==> src/nsd_pkg.sv <==
// Package for the NMEA sentence deframer: sizes, event codes, character
// constants, the hex digit decoder and the structs passed between modules.
// Depends on nothing.
`timescale 1ns / 1ps

package nsd_pkg;

  // Largest body that one sentence may carry.
  localparam int MAX_BODY = 128;
  // Index into one bank, and a length that can also hold MAX_BODY itself.
  localparam int IDX_W = $clog2(MAX_BODY);
  localparam int LEN_W = $clog2(MAX_BODY + 1);
  // The RAM holds two banks; the top address bit selects the bank.
  localparam int RAM_AW = IDX_W + 1;
  localparam int RAM_DEPTH = 2 * MAX_BODY;

  // Widths of the interface fields.
  localparam int READ_IDX_W = 7;
  localparam int READY_LEN_W = 8;
  localparam int COUNT_W = 32;

  // Commands.
  localparam logic CMD_PUSH = 1'b0;
  localparam logic CMD_READ = 1'b1;

  // Result events.
  localparam logic [1:0] EV_NONE = 2'd0;
  localparam logic [1:0] EV_ACCEPT = 2'd1;
  localparam logic [1:0] EV_ERROR = 2'd2;
  localparam logic [1:0] EV_OVERFLOW = 2'd3;

  // Framing characters.
  localparam logic [7:0] CH_DOLLAR = 8'h24;
  localparam logic [7:0] CH_STAR = 8'h2A;
  localparam logic [7:0] CH_CR = 8'h0D;
  localparam logic [7:0] CH_LF = 8'h0A;

  // Returns {digit_ok, nibble} for an ASCII hex digit of either case.
  function automatic logic [4:0] hex_nibble(input logic [7:0] ch);
    logic [4:0] res;
    res = 5'd0;
    if (ch >= 8'h30 && ch <= 8'h39) begin
      res = {1'b1, 4'(ch - 8'h30)};
    end else if (ch >= 8'h41 && ch <= 8'h46) begin
      res = {1'b1, 4'(ch - 8'h37)};
    end else if (ch >= 8'h61 && ch <= 8'h66) begin
      res = {1'b1, 4'(ch - 8'h57)};
    end
    return res;
  endfunction

  // Access to the sentence RAM for one accepted request.
  typedef struct packed {
    logic              wr_en;
    logic [RAM_AW-1:0] wr_addr;
    logic [7:0]        wr_data;
    logic              rd_en;
    logic [RAM_AW-1:0] rd_addr;
  } mem_req_t;

  // Result fields known when the request is accepted; read data follows.
  typedef struct packed {
    logic [1:0]             ev;
    logic [READY_LEN_W-1:0] ready_len;
    logic [COUNT_W-1:0]     acc;
    logic [COUNT_W-1:0]     err;
    logic [COUNT_W-1:0]     ovf;
    logic                   rd_hit;
  } result_t;

endpackage

==> src/nsd_if.sv <==
// Channel interfaces of the NMEA sentence deframer: request and result.
// Depends on nsd_pkg for the field widths.
`timescale 1ns / 1ps

interface nsd_req_if;
  logic                           valid;
  logic                           ready;
  logic                           command;
  logic [7:0]                     rx_byte;
  logic [nsd_pkg::READ_IDX_W-1:0] read_index;

  modport source (output valid, output command, output rx_byte, output read_index,
                  input ready);
  modport sink (input valid, input command, input rx_byte, input read_index,
                output ready);
endinterface

interface nsd_res_if;
  logic                            valid;
  logic                            ready;
  logic [1:0]                      event_res;
  logic [nsd_pkg::READY_LEN_W-1:0] ready_length;
  logic [7:0]                      read_data;
  logic [nsd_pkg::COUNT_W-1:0]     accepted_count;
  logic [nsd_pkg::COUNT_W-1:0]     checksum_error_count;
  logic [nsd_pkg::COUNT_W-1:0]     overflow_count;

  modport source (output valid, output event_res, output ready_length,
                  output read_data, output accepted_count,
                  output checksum_error_count, output overflow_count,
                  input ready);
  modport sink (input valid, input event_res, input ready_length,
                input read_data, input accepted_count,
                input checksum_error_count, input overflow_count,
                output ready);
endinterface

==> src/nmea_sentence_deframer.sv <==
// A result passes from the first stage register into the output register; it
// waits in the first stage while the output is occupied and not being taken.
// Throughput: one request per cycle while the output is free or being taken;
// the output register and the RAM read stage together hold two results, so one
// more request is taken while a finished result waits at the output.
// Reset (rst, synchronous, active high) returns the framer to idle, zeroes the
// lengths, checksum and counters, selects bank zero and empties both stages.
`timescale 1ns / 1ps

module nmea_sentence_deframer (
  input logic         clk,
  input logic         rst,
  nsd_req_if.sink     req,
  nsd_res_if.source   res
);

  // The framer holds all scalar state and decides each request in the cycle
  // in which it is accepted. The sentence bytes live in a two-bank RAM whose
  // read data is registered, so the other result fields are carried alongside
  // in a first stage register and the two are joined into the output register.

  nsd_pkg::mem_req_t mem_req;
  nsd_pkg::result_t  step;
  nsd_pkg::result_t  s1;
  logic              s1_valid;
  logic              s1_adv;
  logic              accept;
  logic [7:0]        rd_data;

  // The first stage empties whenever the output register is free or is
  // being taken. A request is accepted whenever the first stage is empty
  // or empties in this cycle; the RAM read register then only loads on an
  // accepted request, so it holds while the first stage is stalled.
  assign s1_adv = s1_valid && (!res.valid || res.ready);
  assign req.ready = !s1_valid || s1_adv;
  assign accept = req.valid && req.ready;

  nsd_framer u_framer (
    .clk        (clk),
    .rst        (rst),
    .accept     (accept),
    .command    (req.command),
    .rx_byte    (req.rx_byte),
    .read_index (req.read_index),
    .mem_req    (mem_req),
    .result     (step)
  );

  nsd_ram u_ram (
    .clk     (clk),
    .mem_req (mem_req),
    .rd_data (rd_data)
  );

  always_ff @(posedge clk) begin
    if (rst) begin
      s1_valid <= 1'b0;
    end else if (accept) begin
      s1_valid <= 1'b1;
    end else if (s1_adv) begin
      s1_valid <= 1'b0;
    end
  end

  always_ff @(posedge clk) begin
    if (accept) begin
      s1 <= step;
    end
  end

  always_ff @(posedge clk) begin
    if (rst) begin
      res.valid <= 1'b0;
    end else if (s1_adv) begin
      res.valid <= 1'b1;
    end else if (res.ready) begin
      res.valid <= 1'b0;
    end
  end

  // A read outside the ready sentence, and every push, returns zero data.
  always_ff @(posedge clk) begin
    if (s1_adv) begin
      res.event_res <= s1.ev;
      res.ready_length <= s1.ready_len;
      res.read_data <= s1.rd_hit ? rd_data : 8'd0;
      res.accepted_count <= s1.acc;
      res.checksum_error_count <= s1.err;
      res.overflow_count <= s1.ovf;
    end
  end

  // Every accepted request occupies the first stage in the next cycle.
  a_accept_fills_s1: assert property (@(posedge clk) disable iff (rst)
    accept |=> s1_valid)
    else $error("accepted request lost before the first stage");

  // A result held in the first stage is neither dropped nor overwritten.
  a_s1_hold: assert property (@(posedge clk) disable iff (rst)
    (s1_valid && !s1_adv) |=> (s1_valid && $stable(s1)))
    else $error("stalled first stage changed");

  // A stalled first stage keeps the RAM read data it was issued with.
  a_rd_hold: assert property (@(posedge clk) disable iff (rst)
    (s1_valid && !s1_adv) |=> $stable(rd_data))
    else $error("RAM read data changed under a stalled result");

endmodule

==> src/nsd_ram.sv <==
// Two-bank sentence RAM: one write and one registered read per cycle.
// Depends on nsd_pkg for the depth and the request struct.
`timescale 1ns / 1ps

module nsd_ram (
  input  logic              clk,
  input  nsd_pkg::mem_req_t mem_req,
  output logic [7:0]        rd_data
);

  logic [7:0] mem [0:nsd_pkg::RAM_DEPTH-1];

  always_ff @(posedge clk) begin
    if (mem_req.wr_en) begin
      mem[mem_req.wr_addr] <= mem_req.wr_data;
    end
    if (mem_req.rd_en) begin
      rd_data <= mem[mem_req.rd_addr];
    end
  end

endmodule

==> src/nsd_framer.sv <==
// Sentence framing state machine, checksum, bank selection and counters.
// Depends on nsd_pkg; drives the RAM request and the result fields.
`timescale 1ns / 1ps

module nsd_framer (
  input  logic                           clk,
  input  logic                           rst,
  input  logic                           accept,
  input  logic                           command,
  input  logic [7:0]                     rx_byte,
  input  logic [nsd_pkg::READ_IDX_W-1:0] read_index,
  output nsd_pkg::mem_req_t              mem_req,
  output nsd_pkg::result_t               result
);

  localparam logic [1:0] PH_IDLE = 2'd0;
  localparam logic [1:0] PH_BODY = 2'd1;
  localparam logic [1:0] PH_HIGH = 2'd2;
  localparam logic [1:0] PH_LOW = 2'd3;

  logic [1:0]                  phase, phase_next;
  logic [nsd_pkg::LEN_W-1:0]   body_length, body_length_next;
  logic [7:0]                  running_xor, running_xor_next;
  logic [3:0]                  expected_high, expected_high_next;
  logic                        ready_bank, ready_bank_next;
  logic [nsd_pkg::LEN_W-1:0]   ready_count, ready_count_next;
  logic [nsd_pkg::COUNT_W-1:0] accepted_total, accepted_total_next;
  logic [nsd_pkg::COUNT_W-1:0] error_total, error_total_next;
  logic [nsd_pkg::COUNT_W-1:0] overflow_total, overflow_total_next;
  logic [1:0]                  ev;
  logic [4:0]                  nib;
  logic                        push;

  assign push = accept && (command == nsd_pkg::CMD_PUSH);
  assign nib = nsd_pkg::hex_nibble(rx_byte);

  always_comb begin
    phase_next = phase;
    body_length_next = body_length;
    running_xor_next = running_xor;
    expected_high_next = expected_high;
    ready_bank_next = ready_bank;
    ready_count_next = ready_count;
    accepted_total_next = accepted_total;
    error_total_next = error_total;
    overflow_total_next = overflow_total;
    ev = nsd_pkg::EV_NONE;
    mem_req.wr_en = 1'b0;
    mem_req.wr_addr = {~ready_bank, body_length[nsd_pkg::IDX_W-1:0]};
    mem_req.wr_data = rx_byte;

    if (push) begin
      if (rx_byte == nsd_pkg::CH_DOLLAR) begin
        phase_next = PH_BODY;
        body_length_next = '0;
        running_xor_next = 8'd0;
      end else begin
        unique case (phase)
          PH_BODY: begin
            if (rx_byte == nsd_pkg::CH_STAR) begin
              phase_next = PH_HIGH;
            end else if (rx_byte == nsd_pkg::CH_CR || rx_byte == nsd_pkg::CH_LF) begin
              ev = nsd_pkg::EV_ERROR;
            end else if (32'(body_length) >= nsd_pkg::MAX_BODY) begin
              ev = nsd_pkg::EV_OVERFLOW;
            end else begin
              mem_req.wr_en = 1'b1;
              body_length_next = body_length + 1'b1;
              running_xor_next = running_xor ^ rx_byte;
            end
          end
          PH_HIGH: begin
            if (!nib[4]) begin
              ev = nsd_pkg::EV_ERROR;
            end else begin
              expected_high_next = nib[3:0];
              phase_next = PH_LOW;
            end
          end
          PH_LOW: begin
            if (!nib[4] || {expected_high, nib[3:0]} != running_xor) begin
              ev = nsd_pkg::EV_ERROR;
            end else begin
              ev = nsd_pkg::EV_ACCEPT;
              ready_bank_next = ~ready_bank;
              ready_count_next = body_length;
            end
          end
          default: begin
          end
        endcase
        // Every event other than none ends the capture.
        if (ev != nsd_pkg::EV_NONE) begin
          phase_next = PH_IDLE;
          body_length_next = '0;
          running_xor_next = 8'd0;
        end
        if (ev == nsd_pkg::EV_ACCEPT) begin
          accepted_total_next = accepted_total + 1'b1;
        end
        if (ev == nsd_pkg::EV_ERROR) begin
          error_total_next = error_total + 1'b1;
        end
        if (ev == nsd_pkg::EV_OVERFLOW) begin
          overflow_total_next = overflow_total + 1'b1;
        end
      end
    end

    // Reads are served from the ready bank and only below its length.
    mem_req.rd_addr = {ready_bank, nsd_pkg::IDX_W'(read_index)};
    result.rd_hit = accept && (command == nsd_pkg::CMD_READ)
                    && (32'(read_index) < 32'(ready_count))
                    && (32'(read_index) < nsd_pkg::MAX_BODY);
    mem_req.rd_en = result.rd_hit;
    result.ev = ev;
    result.ready_len = nsd_pkg::READY_LEN_W'(ready_count_next);
    result.acc = accepted_total_next;
    result.err = error_total_next;
    result.ovf = overflow_total_next;
  end

  always_ff @(posedge clk) begin
    if (rst) begin
      phase <= PH_IDLE;
      body_length <= '0;
      running_xor <= 8'd0;
      expected_high <= 4'd0;
      ready_bank <= 1'b0;
      ready_count <= '0;
      accepted_total <= '0;
      error_total <= '0;
      overflow_total <= '0;
    end else begin
      phase <= phase_next;
      body_length <= body_length_next;
      running_xor <= running_xor_next;
      expected_high <= expected_high_next;
      ready_bank <= ready_bank_next;
      ready_count <= ready_count_next;
      accepted_total <= accepted_total_next;
      error_total <= error_total_next;
      overflow_total <= overflow_total_next;
    end
  end

  // A capture never writes into the bank that reads are served from.
  a_wr_capture_bank: assert property (@(posedge clk) disable iff (rst)
    mem_req.wr_en |-> mem_req.wr_addr[nsd_pkg::RAM_AW-1] != ready_bank)
    else $error("capture write hit the ready bank");

  // The banks swap only on an accepted sentence.
  a_swap_on_accept: assert property (@(posedge clk) disable iff (rst)
    (ready_bank != ready_bank_next) |-> (push && phase == PH_LOW && ev == nsd_pkg::EV_ACCEPT))
    else $error("bank swap without an accepted sentence");

  // A stored body never grows beyond the buffer.
  a_body_bound: assert property (@(posedge clk) disable iff (rst)
    32'(body_length) <= nsd_pkg::MAX_BODY)
    else $error("body length beyond buffer size");

endmodule

==> src/flat_wrapper.sv <==
// flat-port wrapper written by rule: the top's interface ports become plain ports
module nmea_sentence_deframer_flat 
  (clk, rst, req_valid, req_command, req_rx_byte, req_read_index, req_ready, res_valid, res_event_res, res_ready_length, res_read_data, res_accepted_count, res_checksum_error_count, res_overflow_count, res_ready);
  nsd_req_if req_i ();
  nsd_res_if res_i ();
  input logic clk;
  input logic rst;
  input wire logic [$bits(req_i.valid)-1:0] req_valid;
  input wire logic [$bits(req_i.command)-1:0] req_command;
  input wire logic [$bits(req_i.rx_byte)-1:0] req_rx_byte;
  input wire logic [$bits(req_i.read_index)-1:0] req_read_index;
  output wire logic [$bits(req_i.ready)-1:0] req_ready;
  output wire logic [$bits(res_i.valid)-1:0] res_valid;
  output wire logic [$bits(res_i.event_res)-1:0] res_event_res;
  output wire logic [$bits(res_i.ready_length)-1:0] res_ready_length;
  output wire logic [$bits(res_i.read_data)-1:0] res_read_data;
  output wire logic [$bits(res_i.accepted_count)-1:0] res_accepted_count;
  output wire logic [$bits(res_i.checksum_error_count)-1:0] res_checksum_error_count;
  output wire logic [$bits(res_i.overflow_count)-1:0] res_overflow_count;
  input wire logic [$bits(res_i.ready)-1:0] res_ready;
  assign req_i.valid = req_valid;
  assign req_i.command = req_command;
  assign req_i.rx_byte = req_rx_byte;
  assign req_i.read_index = req_read_index;
  assign req_ready = req_i.ready;
  assign res_valid = res_i.valid;
  assign res_event_res = res_i.event_res;
  assign res_ready_length = res_i.ready_length;
  assign res_read_data = res_i.read_data;
  assign res_accepted_count = res_i.accepted_count;
  assign res_checksum_error_count = res_i.checksum_error_count;
  assign res_overflow_count = res_i.overflow_count;
  assign res_i.ready = res_ready;
  nmea_sentence_deframer u_core (.clk(clk), .rst(rst), .req(req_i), .res(res_i));
endmodule
==> config.mk <==
export PLATFORM = sky130hd
export DESIGN_NAME = nmea_sentence_deframer_flat
export DESIGN_NICKNAME = d
export VERILOG_FILES = /design/src/nsd_pkg.sv /design/src/nsd_if.sv /design/src/nmea_sentence_deframer.sv /design/src/nsd_ram.sv /design/src/nsd_framer.sv /design/src/flat_wrapper.sv
export SDC_FILE = /design/constraint.sdc
export NUM_CORES = 2
export LEC_CHECK = 0
export ABC_CLOCK_PERIOD_IN_PS = 4200
export BUFFER_PORTS_ARGS = -buffer_cell sky130_fd_sc_hd__buf_2
export CAP_MARGIN = 20
export CORE_ASPECT_RATIO = 0.7
export CORE_MARGIN = 5
export CORE_UTILIZATION = 23
export DETAILED_ROUTE_END_ITERATION = 10
export SYNTH_ARGS = -nofsm -noshare
export SYNTH_HDL_FRONTEND = slang
export SYNTH_HIERARCHICAL = 1
export SYNTH_SLANG_ARGS = --single-unit
==> constraint.sdc <==
create_clock -name clk -period 4.2 [get_ports clk]
set_clock_uncertainty 0.05 [all_clocks]
set_input_delay 0.84 -clock clk [delete_from_list [all_inputs] [get_ports clk]]
set_output_delay 0.84 -clock clk [all_outputs]
set_load 0.005 [all_outputs]
==> results.py <==
metrics = {
    "timing": {
        "maxSlewViolCount": 0,
        "slew_headroom_pct": 23.9,
        "finalSetupViolations": 0,
        "rsz0062_at_grt": "false",
        "worstMarginPinSlew_ns": 1.14,
        "finalCritPeriodShare_pct": 85.3,
        "hold_viol": 0,
        "fmax_mhz": 279,
        "timing.final.crit_period_ns": 3.58,
        "fin_hold_ws_ns": 0.231,
    },
    "pwr": {
        "power.leakage_nw": 34.9,
        "power_per_cell_area_mw_per_mm2": 437,
        "peakVddDrop_uv": 356,
    },
    "clock_network": {
        "cts_sinks": 2406,
        "h-tree-depth": 4,
        "cts_hold_buf": 0,
        "clockRootBuffer": "clkbuf_16",
        "insertion_delay_ns": 0.87,
        "clock_path_buffers": 4,
        "numCtsBuffers": 224,
        "ctsResizeCount": 0,
        "clk_transition_reported_paths_ns": 0.06,
        "cts_tree": "yes",
        "post-cts-setup-buffer-count": 0,
    },
    "min_path": {
        "hold_path.class": "in2reg",
    },
    "layout": {
        "fin_area_mm2": 0.111,
        "area_delta_synth_final_pct": 18.3,
        "nNetsFinal": 5388,
        "drive_gt1_share_pct": 26.9,
    },
    "setup_path": {
        "worstPathArrival_ns": 4.02,
        "cp-end-kind": "register",
        "crit_required_ns": 4.64,
        "worstSetupPathType": "reg2reg",
        "start_kind": "register",
        "cp_max_fo": 21,
    },
    "outcome": {
        "status": "complete, no violations",
    },
    "synth": {
        "synth-edff-count": 2277,
        "synthTopCellsByCount": "edfxtp_1 (2277), mux4_2 (454), nor2_1 (340), clkbuf_1 (140), mux2i_1 (140)",
        "syn_area_mm2": 0.0940,
        "syn-instance-count": 4868,
        "synth_seq_cells": 2406,
        "synth_area_leaders": "edfxtp_1 (73%), mux4_2 (11%), dfxtp_1 (2.7%), mux2i_1 (1.5%), nor2_1 (1.4%)",
        "yosysTopAreaCell": "edfxtp_1",
        "synth-seq-area-share_pct": 75.5,
        "synth_top_area_share_pct": 72.7,
        "avgSynthCellArea_um2": 19.3,
        "yosys_warnings": 6,
        "ys_types": 88,
        "yosys_most_used_dff": "edfxtp_1",
        "async_flop_share_pct": 0,
        "syn-num-nets": 4908,
        "yosysMostFrequentCell": "edfxtp_1",
    },
    "floorplan": {
        "dieArea_mm2": 0.422,
        "die_w_um": 774,
        "coreArea_mm2": 0.407,
        "io_pins": 136,
        "die_y_um": 545,
        "fp-row-count": 196,
        "start_util_pct": 23.1,
    },
    "grt": {
        "grt_usage_pct": 11.2,
        "grt_max_degree": 180,
        "antenna_found_initial": 14,
        "overflow": 0,
        "grt_pass1_vias": 48963,
        "grt_pass1_wl_mm": 354,
    },
    "routing": {
        "ant_nets": 0,
        "wl_mm": 245,
        "remaining_drc_errors": 0,
        "drtIter0Drc": 5670,
        "vias": 49773,
        "detail_route.first_pass.iterations": 5,
        "viasPerCell": 4.54,
        "wl_per_cell_um": 22.3,
    },
    "place": {
        "dpl-instance-area_mm2": 0.104,
        "portBuffers": 135,
        "hpwl_mm": 158,
        "gp_congestion": 0.835,
    },
    "job": {
        "drv_cap": 0,
    },
}
## through the flow
step / TNS (ns) / power, mW / cells / setup slack [ns] / util, %
after floorplan: -40.50 / 28.1 / 4868 / -0.0918 / -
after global routing: 0 / 50.3 / 10970 / 0.539 / 27.3
final: 0 / 48.7 / 10971 / 0.620 / 27.3
after CTS: 0 / 49.2 / 10964 / 0.704 / 27.3
after global placement: -0.186 / 29.0 / 10563 / -0.167 / 25.5
after detailed placement: -0.216 / 29.0 / 10563 / -0.150 / 25.5
## critical path, cell delays in order (launching register included)
cell and delay [ns]:
dfxtp_1 0.34, nand3b_4 0.10, and2_4 0.23, nor2b_1 0.19, o21ai_0 0.18, nor3_2 0.28
buf_12 0.20, nand3_2 0.60, nor2_1 1.03
## state kept, by name, indices dropped and copies added, names as in the netlist, 8 cells and up
name,count
u_core/u_framer/accepted_total,32
u_core/res.read_data,8
u_core/u_framer/running_xor,8
u_core/res.checksum_error_count,32
u_core/u_framer/body_length,8
u_core/s1,107
u_core/u_framer/error_total,32
u_core/u_ram/mem,2048
u_core/u_framer/ready_count,8
u_core/res.ready_length,8
u_core/res.accepted_count,32
u_core/res.overflow_count,32
u_core/u_framer/overflow_total,32
u_core/u_ram/rd_data,8
## layout make-up
type | instances | area, um2
fillers | 40192 | 296000
flip-flops and latches | 2406 | 71000
multi-input cells | 2134 | 21700
well taps | 5445 | 6810
clock buffers | 274 | 5940
repair buffers | 549 | 4520
clock inverters | 127 | 1220
inverters | 33 | 124
diodes | 3 | 7.51
## cells by family after synthesis
kind of cell / count (synthesis) / synth area share, %
and+or+nand+nor: 896 / 4.81
DFF: 2406 / 75.5
adders and majority gates: 20 / 0.266
AOI/OAI and AO/OA: 502 / 3.79
xor gates and xnor gates: 88 / 0.834
buffers and inverters: 328 / 2.03
muxes: 628 / 12.8
## where the power goes
part | internal, mW | switching [mW]
clock | 11.4 | 8.79
combinational | 0.775 | 1.38
sequential | 26.3 | 0.0458
total | 38.5 | 10.2
## final timing paths
path                                                    start                                 endpoint  slack (ns)  cells past startpoint
worst min-delay path                                req_valid             u_core/s1_valid$_SDFFE_PP0P_        0.23                      3
worst max-delay path            u_core/res.valid$_SDFFE_PP0P_         u_core/u_ram/mem[1][5]$_DFFE_PP_        0.62                      8
worst max register to register  u_core/res.valid$_SDFFE_PP0P_         u_core/u_ram/mem[1][5]$_DFFE_PP_        0.62                      8
worst min register to register        u_core/s1[23]$_DFFE_PP_  u_core/res.overflow_count[22]$_DFFE_PP_        0.36                      0
## layer usage
| layer | GRT usage (%) | vias to the layer above | routed length, um |
|---|---|---|---|
| li1 | - | 20789 | - |
| met1 | 16.7 | 26314 | 109000 |
| met2 | 16.5 | 2317 | 107000 |
| met3 | 2.63 | 351 | 23500 |
| met4 | 2.61 | 2 | 5650 |
| met5 | 0 | - | 16 |
## layout by cell type (no fill, tap or decap), types with 116 or more instances in the layout
| cell type | instances |
|---|---|
| clkbuf_16 | 228 |
| nor2b_1 | 116 |
| buf_4 | 366 |
| a22oi_1 | 136 |
| mux2i_1 | 140 |
| dfxtp_1 | 129 |
| edfxtp_1 | 2277 |
| mux4_2 | 454 |
| buf_2 | 123 |
| a21oi_1 | 129 |
| nor2_1 | 247 |
No activity file was read; power rests on OpenSTA's default activity.
